===== src/hw/rtl/gsa_pkg.sv =====
// Shared types and constants for the generational slot allocator.
// Used by gsa_ctrl, gsa_find, gsa_dp and generational_slot_allocator.
// No dependencies.
package gsa_pkg;

  // Table geometry
  localparam int unsigned SLOT_COUNT  = 128;
  localparam int unsigned SLOT_W      = $clog2(SLOT_COUNT);
  localparam int unsigned GEN_W       = 16;
  localparam int unsigned CNT_W       = $clog2(SLOT_COUNT + 1);
  localparam int unsigned FREE_W      = 8;
  localparam int unsigned FREE_MAX    = 255;

  // Free-slot search: groups of slots encoded in a first stage, groups in a second
  localparam int unsigned GROUP_W     = 16;
  localparam int unsigned GROUP_COUNT = SLOT_COUNT / GROUP_W;
  localparam int unsigned GROUP_IDX_W = $clog2(GROUP_COUNT);
  localparam int unsigned POS_W       = $clog2(GROUP_W);

  typedef enum logic [1:0] {
    OP_ALLOC = 2'd0,
    OP_FREE  = 2'd1,
    OP_CHECK = 2'd2,
    OP_NONE  = 2'd3
  } op_e;

  typedef enum logic [1:0] {
    STAT_OK    = 2'd0,
    STAT_FULL  = 2'd1,
    STAT_RANGE = 2'd2
  } status_e;

  typedef enum logic [1:0] {
    S_IDLE = 2'd0,
    S_FIND = 2'd1,
    S_READ = 2'd2,
    S_DONE = 2'd3
  } state_e;

  typedef struct packed {
    op_e                operation;
    logic [SLOT_W-1:0]  slot_index;
    logic [GEN_W-1:0]   handle_generation;
  } req_t;

  typedef struct packed {
    logic [SLOT_W-1:0]  result_slot;
    logic [GEN_W-1:0]   result_generation;
    logic               handle_valid;
    status_e            status;
  } rsp_t;

  // Commands from the controller to the datapath
  typedef struct packed {
    logic capture;  // latch a new request
    logic find;     // register the per-group free-slot summary
    logic read;     // pick the slot and read its generation
    logic exec;     // update state and issue the result
  } cmd_t;

endpackage


===== src/hw/rtl/gsa_ctrl.sv =====
// Controller state machine of the slot allocator.
// Sequences capture, search, memory read and execute; depends on gsa_pkg.
module gsa_ctrl
  import gsa_pkg::*;
(
  input  logic clk_i,
  input  logic rst_ni,
  input  logic start,
  output logic busy,
  output cmd_t cmd_o
);

  state_e state_q, state_d;
  logic   accept;

  // Busy while the search and the memory read are in progress
  assign busy   = (state_q == S_FIND) || (state_q == S_READ);
  assign accept = start && !busy;

  // State register
  always_ff @(posedge clk_i or negedge rst_ni) begin
    if (!rst_ni) begin
      state_q <= S_IDLE;
    end else begin
      state_q <= state_d;
    end
  end

  // Next state and commands
  always_comb begin
    state_d     = state_q;
    cmd_o       = '0;
    cmd_o.capture = accept;
    unique case (state_q)
      S_IDLE: begin
        if (accept) state_d = S_FIND;
      end
      S_FIND: begin
        cmd_o.find = 1'b1;
        state_d    = S_READ;
      end
      S_READ: begin
        cmd_o.read = 1'b1;
        state_d    = S_DONE;
      end
      S_DONE: begin
        cmd_o.exec = 1'b1;
        state_d    = accept ? S_FIND : S_IDLE;
      end
    endcase
  end

  // Execute always follows the memory read
  assert property (@(posedge clk_i) disable iff (!rst_ni)
    (state_q == S_DONE) |-> $past(state_q == S_READ))
    else $error("execute without a preceding read");

  // An accepted request always starts a search next cycle
  assert property (@(posedge clk_i) disable iff (!rst_ni)
    cmd_o.capture |=> (state_q == S_FIND))
    else $error("accepted request did not start a search");

endmodule


===== src/hw/rtl/gsa_find.sv =====
// Two-stage priority encoder that finds the lowest free slot.
// Stage one is registered per group; stage two picks the group. Uses gsa_pkg.
module gsa_find
  import gsa_pkg::*;
(
  input  logic                  clk_i,
  input  logic                  find_en_i,
  input  logic [SLOT_COUNT-1:0] free_mask_i,
  output logic                  found_o,
  output logic [SLOT_W-1:0]     slot_o
);

  logic [GROUP_COUNT-1:0] grp_any_d, grp_any_q;
  logic [POS_W-1:0]       grp_pos_d [GROUP_COUNT];
  logic [POS_W-1:0]       grp_pos_q [GROUP_COUNT];

  function automatic logic [POS_W-1:0] lowest_pos(input logic [GROUP_W-1:0] bits);
    logic [POS_W-1:0] pos;
    pos = '0;
    for (int i = GROUP_W - 1; i >= 0; i--) begin
      if (bits[i]) pos = POS_W'(i);
    end
    return pos;
  endfunction

  // Encode each group of slots
  always_comb begin
    for (int g = 0; g < GROUP_COUNT; g++) begin
      grp_any_d[g] = |free_mask_i[g*GROUP_W +: GROUP_W];
      grp_pos_d[g] = lowest_pos(free_mask_i[g*GROUP_W +: GROUP_W]);
    end
  end

  // Hold the group summary for the pick stage
  always_ff @(posedge clk_i) begin
    if (find_en_i) begin
      grp_any_q <= grp_any_d;
      grp_pos_q <= grp_pos_d;
    end
  end

  // Pick the lowest group that has a free slot
  always_comb begin
    found_o = |grp_any_q;
    slot_o  = '0;
    for (int g = GROUP_COUNT - 1; g >= 0; g--) begin
      if (grp_any_q[g]) slot_o = {GROUP_IDX_W'(g), grp_pos_q[g]};
    end
  end

endmodule


===== src/hw/rtl/gsa_dp.sv =====
// Datapath of the slot allocator: counters, occupied bits, generation memory.
// Driven by commands from gsa_ctrl; uses gsa_pkg and gsa_find.
module gsa_dp
  import gsa_pkg::*;
(
  input  logic clk_i,
  input  logic rst_ni,
  input  cmd_t cmd_i,
  input  req_t req_i,
  output rsp_t rsp_o,
  output logic rsp_valid_o
);

  req_t                  req_q;
  logic [CNT_W-1:0]      hw_q, hw_d;
  logic [FREE_W-1:0]     free_q, free_d;
  logic [SLOT_COUNT-1:0] occ_q;
  logic [SLOT_COUNT-1:0] gvalid_q;
  logic [GEN_W-1:0]      gen_mem [SLOT_COUNT];

  logic                  pick_found;
  logic [SLOT_W-1:0]     pick_slot;
  logic                  alloc_new;
  logic                  sel_found;
  logic [SLOT_W-1:0]     sel_slot;

  logic [SLOT_W-1:0]     slot_q;
  logic                  found_q;
  logic                  new_q;
  logic                  in_range_q;
  logic                  occ_bit_q;
  logic [GEN_W-1:0]      rdata_q;
  logic                  rvalid_q;

  logic [GEN_W-1:0]      gen_cur;
  logic [GEN_W-1:0]      gen_inc;
  logic                  occ_we;
  logic                  occ_val;
  logic                  mem_we;
  rsp_t                  rsp_d, rsp_q;
  logic                  rsp_valid_q;

  // Latch the request
  always_ff @(posedge clk_i) begin
    if (cmd_i.capture) req_q <= req_i;
  end

  // Lowest free slot search
  gsa_find u_find (
    .clk_i       (clk_i),
    .find_en_i   (cmd_i.find),
    .free_mask_i (~occ_q),
    .found_o     (pick_found),
    .slot_o      (pick_slot)
  );

  // Choose the slot to work on
  assign alloc_new = hw_q < CNT_W'(SLOT_COUNT);

  always_comb begin
    sel_found = 1'b0;
    sel_slot  = req_q.slot_index;
    if (req_q.operation == OP_ALLOC) begin
      if (alloc_new) begin
        sel_found = 1'b1;
        sel_slot  = hw_q[SLOT_W-1:0];
      end else begin
        sel_found = (free_q != '0) && pick_found;
        sel_slot  = pick_slot;
      end
    end
  end

  // Read the generation memory and hold the slot facts
  always_ff @(posedge clk_i) begin
    if (cmd_i.read) begin
      slot_q     <= sel_slot;
      found_q    <= sel_found;
      new_q      <= alloc_new;
      in_range_q <= CNT_W'(req_q.slot_index) < hw_q;
      occ_bit_q  <= occ_q[sel_slot];
      rdata_q    <= gen_mem[sel_slot];
      rvalid_q   <= gvalid_q[sel_slot];
    end
    if (mem_we) gen_mem[slot_q] <= gen_inc;
  end

  // A never-written generation reads as zero
  assign gen_cur = rvalid_q ? rdata_q : '0;
  assign gen_inc = gen_cur + GEN_W'(1);

  // Execute the operation
  always_comb begin
    hw_d    = hw_q;
    free_d  = free_q;
    occ_we  = 1'b0;
    occ_val = 1'b0;
    mem_we  = 1'b0;
    rsp_d   = '0;
    rsp_d.result_slot = slot_q;
    rsp_d.status      = STAT_OK;
    unique case (req_q.operation)
      OP_ALLOC: begin
        if (found_q) begin
          occ_we  = cmd_i.exec;
          occ_val = 1'b1;
          if (new_q) hw_d = hw_q + CNT_W'(1);
          else       free_d = free_q - FREE_W'(1);
          rsp_d.result_generation = gen_cur;
        end else begin
          rsp_d.result_slot = '0;
          rsp_d.status      = STAT_FULL;
        end
      end
      OP_FREE: begin
        if (in_range_q) begin
          mem_we  = cmd_i.exec;
          occ_we  = cmd_i.exec;
          occ_val = 1'b0;
          if (free_q != FREE_W'(FREE_MAX)) free_d = free_q + FREE_W'(1);
          rsp_d.result_generation = gen_inc;
        end else begin
          rsp_d.status = STAT_RANGE;
        end
      end
      OP_CHECK: begin
        rsp_d.result_generation = gen_cur;
        rsp_d.handle_valid = in_range_q && occ_bit_q && (gen_cur == req_q.handle_generation);
      end
      OP_NONE: begin
        rsp_d.result_slot = slot_q;
      end
    endcase
  end

  // Control state: counters, occupied and generation-valid flags
  always_ff @(posedge clk_i or negedge rst_ni) begin
    if (!rst_ni) begin
      hw_q        <= '0;
      free_q      <= '0;
      occ_q       <= '0;
      gvalid_q    <= '0;
      rsp_valid_q <= 1'b0;
    end else begin
      rsp_valid_q <= cmd_i.exec;
      if (cmd_i.exec) begin
        hw_q   <= hw_d;
        free_q <= free_d;
      end
      if (occ_we) occ_q[slot_q] <= occ_val;
      if (mem_we) gvalid_q[slot_q] <= 1'b1;
    end
  end

  // Register the result
  always_ff @(posedge clk_i) begin
    if (cmd_i.exec) rsp_q <= rsp_d;
  end

  assign rsp_o       = rsp_q;
  assign rsp_valid_o = rsp_valid_q;

  // Counters move only on execute
  assert property (@(posedge clk_i) disable iff (!rst_ni)
    !cmd_i.exec |=> ($stable(hw_q) && $stable(free_q)))
    else $error("counter changed outside execute");

  // A reused slot must have been free when picked
  assert property (@(posedge clk_i) disable iff (!rst_ni)
    (cmd_i.exec && req_q.operation == OP_ALLOC && found_q && !new_q) |-> !occ_bit_q)
    else $error("allocated a slot that was occupied");

  // A full report carries no slot and no generation
  assert property (@(posedge clk_i) disable iff (!rst_ni)
    (rsp_valid_q && rsp_q.status == STAT_FULL)
      |-> (rsp_q.result_slot == '0 && rsp_q.result_generation == '0))
    else $error("full result carries a slot");

endmodule


===== src/hw/rtl/generational_slot_allocator.sv =====
// Generational slot allocator: allocate, free and check handles in a slot table.
// Flow: an accepted request passes search, memory read and execute; the result is registered.
// A new operation is refused while the registered free-slot search stage and the
// registered generation memory read are in progress; execute can accept the next one.
// Reset: counters, occupied bits and generation-valid flags clear at once, no sweep.
// Results cannot be stalled; each is strobed by rsp_valid_o for exactly one cycle.
module generational_slot_allocator
  import gsa_pkg::*;
(
  input  logic clk_i,
  input  logic rst_ni,
  input  logic start,
  output logic busy,
  input  req_t req_i,
  output rsp_t rsp_o,
  output logic rsp_valid_o
);

  cmd_t cmd;

  // Sequencer
  gsa_ctrl u_ctrl (
    .clk_i  (clk_i),
    .rst_ni (rst_ni),
    .start  (start),
    .busy   (busy),
    .cmd_o  (cmd)
  );

  // Table state and result formation
  gsa_dp u_dp (
    .clk_i       (clk_i),
    .rst_ni      (rst_ni),
    .cmd_i       (cmd),
    .req_i       (req_i),
    .rsp_o       (rsp_o),
    .rsp_valid_o (rsp_valid_o)
  );

endmodule


===== config.mk =====
export PLATFORM = sky130hd
export DESIGN_NAME = generational_slot_allocator
export DESIGN_NICKNAME = d
export VERILOG_FILES = /design/src/hw/rtl/gsa_pkg.sv /design/src/hw/rtl/gsa_ctrl.sv /design/src/hw/rtl/gsa_find.sv /design/src/hw/rtl/gsa_dp.sv /design/src/hw/rtl/generational_slot_allocator.sv
export SDC_FILE = /design/constraint.sdc
export NUM_CORES = 2
export LEC_CHECK = 0
export BUFFER_PORTS_ARGS = -buffer_cell sky130_fd_sc_hd__buf_2
export CORE_AREA = 2 2 534 536
export CTS_CLUSTER_DIAMETER = 60
export CTS_CLUSTER_SIZE = 40
export DETAILED_ROUTE_END_ITERATION = 8
export DIE_AREA = 0 0 536 538
export SLEW_MARGIN = 40
export SYNTH_ARGS = -nofsm -noshare
export SYNTH_HDL_FRONTEND = slang
export SYNTH_HIERARCHICAL = 1
export SYNTH_SLANG_ARGS = --single-unit
export TNS_END_PERCENT = 100

===== constraint.sdc =====
create_clock -name clk_i -period 8.8 [get_ports clk_i]
set_clock_uncertainty 0.1 [all_clocks]
set_input_delay 1.76 -clock clk_i [delete_from_list [all_inputs] [get_ports clk_i]]
set_output_delay 1.76 -clock clk_i [all_outputs]
set_load 0.05 [all_outputs]

==> key figures <==
Power and ir drop
  • Total power: 34.47 mW
  • PD cells: 311.7 mW/mm2
  • P_leak: 37.93 nW
  • Maximum vdd drop: 0.2675 mV

Clock network
  • TritonCTS Buffers: 159
  • Clk sinks: 2442
  • Max Root-Sink Buffers: 3
  • Post-cts hold buffer count: 0
  • Clock Latency Late Sink: 870 ps
  • CTS root buffer: clkbuf_16
  • CTS resizes: 0
  • TritonCTS clock tree: yes
  • Setup bufs post-CTS: 0
  • Clk pin slew, worst setup/hold paths: 90 ps
  • H-Tree Depth: 4

Synth
  • Avg Inst Size Synth: 13.35 um2
  • Sequential share of the synthesized area: 0.7308
  • Top cells by area, synth: edfxtp_1 (66%), dfrtp_1 (7.0%), nand2_1 (6.4%)
  • Mapped Area: 0.09846 mm2
  • Post-synth EDFFs: 2167
  • Distinct cell type count of the synthesized netlist: 70
  • Cells after Synth: 7373
  • Synth Net Count: 7420
  • Flops & latches, synth: 2442
  • Primary FF master, synth: edfxtp_1
  • Synth top area share: 0.6609
  • Synth Warn #: 6
  • Synth area leader: edfxtp_1
  • Ys async rst share: 0.1126

Floorplanning
  • Initial Util: 0.3476
  • Die height: 538 um
  • Core Box Area: 0.2832 mm2
  • Site row count: 196
  • Die ar.: 0.2884 mm2
  • IO Pins: 56
  • Die Width: 536 um

Finish
  • Final Util: 0.3904
  • Area Overhead vs Synth: 12.32%
  • Final net count: 7487
  • Non-filler cells, final: 11.34k
  • Share of post-route cells with drive strength above 1: 0.1374
  • Final instance area: 0.1106 mm2
  • Fillers: 26.26k

GRT
  • Initial antenna violation count: 11
  • First-pass GRT wire length: 417.8 mm
  • GRT overflow: 0
  • Total GRT Usage: 0.1966
  • Vias in the first global route: 59.31k
  • Largest net degree at the start of global routing: 185

Worst setup path
  • Cells along the critical path: or2_0 > a221oi_1 > or4_1 > a31oi_1 > mux2i_1 > o21a_1 > inv_2 > nor2_4 > buf_12 > a31o_2 > a32oi_1 > o21ai_1 > a221oi_1 > a41oi_1
  • Startpoint types: flip-flop
  • WP data required: 9380 ps
  • CP most frequent cell: a221oi_1
  • CP peak stage delay: 690 ps
  • Buf/Inv on CP: 2
  • Top Family by Delay on Critical Path: compound AO/OA/AOI/OAI gates
  • Worst setup EP type: flip-flop
  • Slowest stage cell, crit path: o21a_1
  • WS Path Type: reg -> reg
  • Arrival @ worst endpoint: 6410 ps
  • CP max FO: 41

STA
  • Hold Fails Final Rpt: 0
  • Fmax: 171.4 MHz
  • Slew @ Worst Pin: 985.2 ps
  • Setup_tns: 0 ps
  • Relative max-transition margin: 0.3432
  • Final min period: 5834 ps
  • RSZ-0062 raised after global routing: no
  • Final Setup Violations: 0
  • Period utilization: 0.6629
  • Hold WS: 368.2 ps
  • Setup ws final: 2966 ps
  • Slew Limit Fails: 0

Drt
  • Wirelength, routed: 289.9 mm
  • Vias per cell: 5.548
  • Final ANT Viol Nets: 0
  • DRT Pass-1 Iters: 6
  • Violation count after the first detailed-route iteration: 8647
  • Number of remaining DRC errors: 0
  • Detailed-route wire length per cell: 25.56 um
  • Via Count: 62.94k

Place
  • Pre-CTS setup slack: 2784 ps
  • Final HPWL DP: 174.2 mm
  • Port Buffers: 55
  • Placed cell area: 0.1044 mm2
  • Placed instance count: 11.03k
  • Gpl congestion: 0.9346

Min path
  • HP Class: reg -> reg

Job
  • Max cap viols: 0

Status
  • Outcome: completed
-- report_power, final --
part           switching (mW)  internal [mW]
clock                    4.46           3.82
sequential              0.414           14.6
combinational            8.33           2.83
-- synth_stat cells, types with 9 or more instances --
master    instances
edfxtp_1       2167
nand2_1        1668
nand3_1        1009
nor2_1          394
dfrtp_1         275
a21oi_1         236
clkbuf_1        195
inv_1           175
mux4_2          164
buf_2           132
or2_2           131
a32oi_1          95
a31oi_1          73
buf_1            70
nand4_1          68
o21ai_0          63
mux2i_1          42
o211ai_1         38
a41oi_1          35
a221oi_1         30
xnor2_1          30
nor3_1           25
nor4_1           20
nor2b_1          19
ha_1             18
nand2b_1         18
a22o_1           17
and2_1           17
o22ai_1          15
a22oi_1          12
a21o_1           10
nor3b_1           9
o31ai_1           9
-- registers in the layout (all words and copies together) (netlist names) --
register               count
u_dp/in_range_q            1
u_dp/rsp_valid_o           1
u_dp/req_q                25
u_dp/rdata_q              16
u_dp/occ_bit_q             1
u_dp/slot_q                7
u_dp/u_find/grp_any_q      8
u_dp/occ_q               128
u_dp/rsp_o                26
u_dp/gen_mem            2048
u_ctrl/state_q             2
u_dp/hw_q                  8
u_dp/rvalid_q              1
u_dp/new_q                 1
u_dp/u_find/grp_pos_q     32
u_dp/found_q               1
u_dp/gvalid_q            128
u_dp/free_q                8
-- path summary, 6_finish.rpt --
| kind | startpoint | endpoint | slack, ps | cells past startpoint |
|---|---|---|---|---|
| min | u_dp/gvalid_q[63] | u_dp/gvalid_q[63] | 370 | 1 |
| max reg2reg | u_dp/u_find/grp_any_q[5] | u_dp/rdata_q[9] | 2970 | 14 |
| max | u_dp/u_find/grp_any_q[5] | u_dp/rdata_q[9] | 2970 | 14 |
| max in group asynchronous | rst_ni | u_dp/gvalid_q[32] | 6720 | 3 |
| min reg2reg | u_dp/gvalid_q[63] | u_dp/gvalid_q[63] | 370 | 1 |
| min in group asynchronous | rst_ni | u_dp/gvalid_q[125] | 690 | 1 |
-- per-layer routing --
| metal | track usage | up-vias | part of all wire |
|---|---|---|---|
| met3 | 0.02839 | 428 | 0.090 |
| met4 | 0.07182 | 0 | 0.038 |
| met1 | 0.2829 | 32313 | 0.42 |
| met2 | 0.3028 | 3028 | 0.45 |
| met5 | 0 | - | 0 |
| li1 | - | 27172 | - |
-- cells by family after synthesis --
kind of cell / count (synthesis) / synth area share
muxes: 213 / 0.04274
AOI/OAI and AO/OA: 666 / 0.04428
buffers and inverters: 587 / 0.02455
xor gates and xnor gates: 36 / 0.003202
DFF: 2442 / 0.7308
adders and majority gates: 19 / 0.002491
and+or+nand+nor: 3410 / 0.1519
-- layout make-up --
cell class / count / area, um2 / share of cell area
clock buffer: 169 / 4080 / 0.03689
sequential: 2442 / 71950 / 0.6506
tap: 3762 / 4707 / 0.04256
clock inverter: 129 / 1632 / 0.01475
antenna: 5 / 12.51 / 0.0001131
timing repair buffer: 312 / 2855 / 0.02582
inverter: 181 / 694.4 / 0.006279
multi-input combinational: 4344 / 24650 / 0.2229
-- worst register-to-register path, delay by kind of cell, from the launching register on --
family | cells | cell delay (ps)
compound gates | 8 | 2980
buf+inv | 2 | 740
flops | 1 | 420
mux | 1 | 190
simple gates | 3 | 1220
-- cell usage in the layout, fill, tap and decap left out, types with 131 or more instances in the layout --
cell       netlist  layout
nand2_1       1668    1666
or2_2          131     131
clkbuf_16        0     162
nand3_1       1009    1009
nor2_1         394     324
inv_1          175     175
dfrtp_1        275     275
a21oi_1        236     231
edfxtp_1      2167    2167
buf_4            5     201
mux4_2         164     164
Note: power is estimated with default switching activity, not from simulation.
